`config.mk`:
```
export PLATFORM = sky130hd
export DESIGN_NAME = apsp_cell
export DESIGN_NICKNAME = d
export VERILOG_FILES = /design/src/hw/rtl/all_pairs_shortest_path_core_defines.svh /design/src/hw/rtl/apsp_pkg.sv /design/src/hw/rtl/apsp_cell.sv
export SDC_FILE = /design/constraint.sdc
export NUM_CORES = 1
export LEC_CHECK = 0
export ABC_AREA = 1
export BUFFER_PORTS_ARGS = -buffer_cell sky130_fd_sc_hd__buf_2
export CAP_MARGIN = 30
export CORE_MARGIN = 2
export CORE_UTILIZATION = 45
export DETAILED_ROUTE_END_ITERATION = 12
export PLACE_DENSITY = 0.76
export SYNTH_ARGS = -nofsm -noshare
export SYNTH_HDL_FRONTEND = slang
export SYNTH_SLANG_ARGS = --single-unit
```
`constraint.sdc`:
```
create_clock -name clk -period 6 [get_ports clk]
set_input_delay 0.3 -clock clk [delete_from_list [all_inputs] [get_ports clk]]
set_output_delay 0.3 -clock clk [all_outputs]
set_load 0.03 [all_outputs]
```
`src/hw/rtl/all_pairs_shortest_path_core_defines.svh`:
```
// ----------------------------------------------------------------------------
// All-pairs shortest path core: assertion macros
// Concurrent check wrappers, empty in synthesis builds.
// ----------------------------------------------------------------------------
`ifndef ALL_PAIRS_SHORTEST_PATH_CORE_DEFINES_SVH
`define ALL_PAIRS_SHORTEST_PATH_CORE_DEFINES_SVH
`ifndef SYNTHESIS
`define APSP_ASSERT_NOW(lbl, clk, rst_n, pre, post) \
    lbl: assert property (@(posedge clk) disable iff (!rst_n) (pre) |-> (post)) \
        else $error("apsp check failed");
`define APSP_ASSERT_NEXT(lbl, clk, rst_n, pre, post) \
    lbl: assert property (@(posedge clk) disable iff (!rst_n) (pre) |=> (post)) \
        else $error("apsp check failed");
`else
`define APSP_ASSERT_NOW(lbl, clk, rst_n, pre, post)
`define APSP_ASSERT_NEXT(lbl, clk, rst_n, pre, post)
`endif
`endif

```
`src/hw/rtl/apsp_pkg.sv`:
```
// ----------------------------------------------------------------------------
// APSP package
// Sizes, entry types and saturating relaxation shared by the core and cells.
// ----------------------------------------------------------------------------
`default_nettype none
package apsp_pkg;
    localparam int MAXV   = 32;
    localparam int WB     = 16;
    localparam int IW     = $clog2(MAXV);
    localparam int VW     = $clog2(MAXV + 1);
    localparam int CFG_W  = 6;
    localparam int DW     = 32;

    localparam logic [1:0] CMD_ADD     = 2'd0;
    localparam logic [1:0] CMD_CLEAR   = 2'd1;
    localparam logic [1:0] CMD_COMPUTE = 2'd2;
    localparam logic [1:0] CMD_READ    = 2'd3;

    localparam logic signed [DW-1:0] DIST_MAX = {1'b0, {(DW-1){1'b1}}};
    localparam logic signed [DW-1:0] DIST_MIN = {1'b1, {(DW-1){1'b0}}};

    typedef struct packed {
        logic                 ok;
        logic signed [DW-1:0] val;
    } dent_t;

    typedef struct packed {
        logic                 ok;
        logic signed [WB-1:0] w;
    } eent_t;

    typedef dent_t [MAXV-1:0] dist_row_t;
    typedef eent_t [MAXV-1:0] edge_row_t;

    function automatic logic signed [DW-1:0] sat_add(input logic signed [DW-1:0] a,
                                                     input logic signed [DW-1:0] b);
        logic signed [DW:0] s;
        s = {a[DW-1], a} + {b[DW-1], b};
        if (s[DW] != s[DW-1])
            return s[DW] ? DIST_MIN : DIST_MAX;
        return s[DW-1:0];
    endfunction

    // old relaxed by path x then y
    function automatic dent_t relax(input dent_t old, input dent_t x, input dent_t y);
        dent_t                r;
        logic signed [DW-1:0] s;
        r = old;
        s = sat_add(x.val, y.val);
        if (x.ok && y.ok && (!old.ok || s < old.val))
        begin
            r.ok  = 1'b1;
            r.val = s;
        end
        return r;
    endfunction
endpackage
`default_nettype wire

```
`src/hw/rtl/apsp_cell.sv`:
```
// ----------------------------------------------------------------------------
// APSP cell
// Holds one column of the pivot row, relaxes one entry, shifts toward cell 0.
// ----------------------------------------------------------------------------
`default_nettype none
module apsp_cell (
    input  wire logic           clk,
    input  wire logic           load_en,
    input  wire logic           load_own,
    input  wire apsp_pkg::dent_t load_val,
    input  wire logic           shift_en,
    input  wire apsp_pkg::dent_t shift_in,
    input  wire apsp_pkg::dent_t ik_old,
    input  wire apsp_pkg::dent_t ik_new,
    input  wire logic           after_k,
    input  wire apsp_pkg::dent_t old_ij,
    output apsp_pkg::dent_t     held,
    output apsp_pkg::dent_t     upd
);
    apsp_pkg::dent_t held_reg;
    apsp_pkg::dent_t x;

    assign x    = after_k ? ik_new : ik_old;
    assign upd  = apsp_pkg::relax(old_ij, x, held_reg);
    assign held = held_reg;

    always_ff @(posedge clk)
    begin
        if (load_own)
            held_reg <= upd;
        else if (load_en)
            held_reg <= load_val;
        else if (shift_en)
            held_reg <= shift_in;
    end
endmodule
`default_nettype wire

```
==> flow_summary.json <==
{
  "power_density_nw_per_um2": 544,
  "grt_max_degree": 41,
  "outcome": "finished, violations left",
  "end_kind": "primary output",
  "p_leak_nw": 5.06,
  "clock_latency_ns": 0.29,
  "r2r_end": "held[23]",
  "die_y_microns": 117,
  "violations": "negative setup slack",
  "stdcell_area_sq_um": 9210,
  "cts_buffer_depth": 2,
  "tightest_slew_ns": 0.728,
  "syn-num-nets": 1206,
  "root_buffer": "clkbuf_16",
  "grt_pass1_vias": 6759,
  "via_count": 8022,
  "h-tree-depth": 2,
  "drive_above_1_share": 0.417,
  "initial_core_util": 0.456,
  "ys_seq_elements": 33,
  "area_growth_pct": 61.4,
  "drtIter0Drc": 658,
  "layout_setup_ws_ns": -0.157,
  "pre_cts_ws_ns": -0.341,
  "timing.rr.start": "held[5]",
  "port_buffers": 235,
  "wl_microns": 24400,
  "finalSetupViolations": 31,
  "r2r_cells": 36,
  "r2r_setup_slack_ns": 0.23,
  "dieWidth_microns": 117,
  "drv_slew": 0,
  "finalCritPeriodShare": 1.03,
  "hold_slack_ns": 0.292,
  "fin_skew_ns": 0.00791,
  "grt_pass1_wl_microns": 31800,
  "fp-row-count": 41,
  "synthArstFlopShare": 0,
  "synth.largest_area_cell": "nand2_1",
  "startpoint_type": "register",
  "track_usage": 0.294,
  "crit_type": "reg -> out",
  "wl_per_cell_microns": 16.6,
  "relSlewSlack": 0.515,
  "holdPathStages": 3,
  "antenna_left": 0,
  "dp_hpwl_microns": 16600,
  "numCtsBuffers": 5,
  "ys_types": 40,
  "synth_edf_count": 33,
  "drv_cap": 0,
  "multiInputGateArea_sq_um": 4850,
  "drc": 0,
  "gp_congestion": 0.906,
  "hold_path_class": "in -> reg",
  "netlist_instances": 970,
  "clock-sinks": 33,
  "irDropWorstVdd_uv": 287,
  "antenna_found_initial": 1,
  "min_to": "held[30]",
  "largest_reg_flops": 33,
  "ys_seq_area_frac": 0.174,
  "clk_pin_slew_ns": 0.06,
  "finalPower_w": 0.00501,
  "max_freq_mhz": 162,
  "finalNonFillerCells": 1471,
  "core_area_sq_um": 12500,
  "synth_top_cell_area_share": 0.195,
  "synth.area.top_cells": "nand2_1 (20%), edfxtp_1 (17%), ha_1 (14%)",
  "io_pins": 236,
  "placed_cells_incl_taps": 1435,
  "die_area_sq_um": 13600,
  "nets": 1533,
  "cp_slowest_cell": "edfxtp_1",
  "finalCriticalPeriod_ns": 6.16,
  "synth_area_sq_um": 5700,
  "num-fill-cells": 997,
  "max_stage_delay_ns": 0.45,
  "worstPathRequired_ns": 5.70,
  "place_area_sq_um": 7770,
  "routed_via_density": 5.45,
  "yosys_warnings": 0,
  "grt-ovfl-total": 0,
  "hold_viol_final": 0,
  "tritoncts": "built",
  "avgSynthCellArea_sq_um": 5.88,
  "cp_max_fo": 6,
  "ys.flop_type": "edfxtp_1",
  "min-delay-start": "load_val[30]",
  "worstPathArrival_ns": 5.86,
  "ff_latch_area_sq_um": 991,
  "detail_route.first_pass.iterations": 5,
  "crit_top_cell": "nand2_2",
  "rsz0062_at_grt": "yes"
}
==> worst max-delay path by stage <==
stage	end	from	slack, ns
after global placement	upd[13]	after_k	-0.15
after detailed placement	upd[30]	after_k	-0.34
final	upd[14]	held[5]	-0.16
after CTS	upd[16]	after_k	0.02
after floorplan	upd[10]	after_k	0.05
after global routing	upd[14]	after_k	-0.48
==> cell usage after synthesis, types with 2 or more instances <==
cell        n
nor2_1    101
o221a_2     2
ha_1       65
nand2_2    15
a21o_1      3
edfxtp_1   33
and3_1      2
nor4_1      3
nand2_1   297
a211oi_1    5
or2_2       8
buf_1       4
a21oi_1    57
o21ai_1     2
nand3_1    88
buf_4       3
buf_6       3
nand4_1     3
a31oi_1     4
inv_1     128
nor3_1      8
xor2_1      6
clkbuf_1   25
o21ai_0    55
o221ai_1    2
o21a_1      2
and2_1     33
==> logic make-up after synthesis <==
logic type	count (synthesis)	synth area share
and+or+nand+nor	564	0.426
buffers and inverters	165	0.115
AOI/OAI and AO/OA	136	0.130
adders and majority gates	66	0.146
DFF	33	0.174
xor gates and xnor gates	6	0.00921
==> layer usage <==
| metal | GRT usage | wire (microns) | share of wire | vias to the layer above |
|---|---|---|---|---|
| met5 | 0 | 0 | 0 | - |
| met4 | 0.0753 | 1110 | 0.045 | 0 |
| met3 | 0.0368 | 2360 | 0.097 | 122 |
| met2 | 0.517 | 11700 | 0.48 | 527 |
| met1 | 0.383 | 9280 | 0.38 | 3579 |
| li1 | - | - | - | 3794 |
==> worst max-delay path, delay by kind of cell, from the launching register on <==
| family | cells | cell delay (ns) |
|---|---|---|
| XOR/XNOR | 1 | 0.27 |
| AND/OR/NAND/NOR | 17 | 1.88 |
| flip-flops | 1 | 0.45 |
| AO/OA/AOI/OAI | 7 | 0.96 |
| adder cells (fa/ha/maj) | 3 | 1.00 |
| buffers and inverters | 7 | 0.99 |
==> placed cells by master (no fill, tap or decap), types with 4 or more instances in the layout <==
master     count
a211oi_2       4
a21oi_1       45
a21oi_2       10
a31oi_1        4
and2_4        30
buf_12         9
buf_2        203
buf_4         96
buf_6         40
clkbuf_16      9
edfxtp_1      33
ha_1          41
ha_4          22
inv_1        117
inv_2         11
nand2_1      262
nand2_2       39
nand2_4       10
nand3_1       74
nand3_2       10
nand3_4        5
nor2_1        93
nor2_2         6
nor3_1         4
o21ai_0       44
o21ai_1        9
o21ai_2        5
or2_2          7
xor2_1         6
==> metrics by stage <==
step / util / TNS, ns
2_1_floorplan: - / 0
3_3_place_gp: 0.619 / -4.11
3_5_place_dp: 0.620 / -12.72
4_1_cts: 0.640 / 0
5_1_grt: 0.735 / -13.25
6_report: 0.735 / -1.40
==> power breakdown <==
group          switching (W)  leakage [nW]  internal, W
Clock               0.000112        0.0687     0.000151
Combinational        0.00236          4.64      0.00204
Sequential         0.0000368         0.345     0.000317
==> timing repair <==
item / in CTS / in global routing
setup endpoints to repair: 32 / 64
hold buffers: 0 / 0
cloned: 0 / 6
pin swaps: 2 / 69
buffers inserted: 3 / 18
resized for setup: 13 / 279
hold endpoints to repair: 0 / 0
==> layout make-up <==
| cell class | instances | area share |
|---|---|---|
| clock buffers | 5 | 0.0136 |
| multi-input cells | 772 | 0.527 |
| diodes | 1 | 0.000272 |
| well taps | 172 | 0.0234 |
| flip-flops and latches | 33 | 0.108 |
| repair buffers | 356 | 0.274 |
| inverters | 129 | 0.0534 |
| clock inverters | 3 | 0.00136 |
Power figures use the tool's default switching activity.
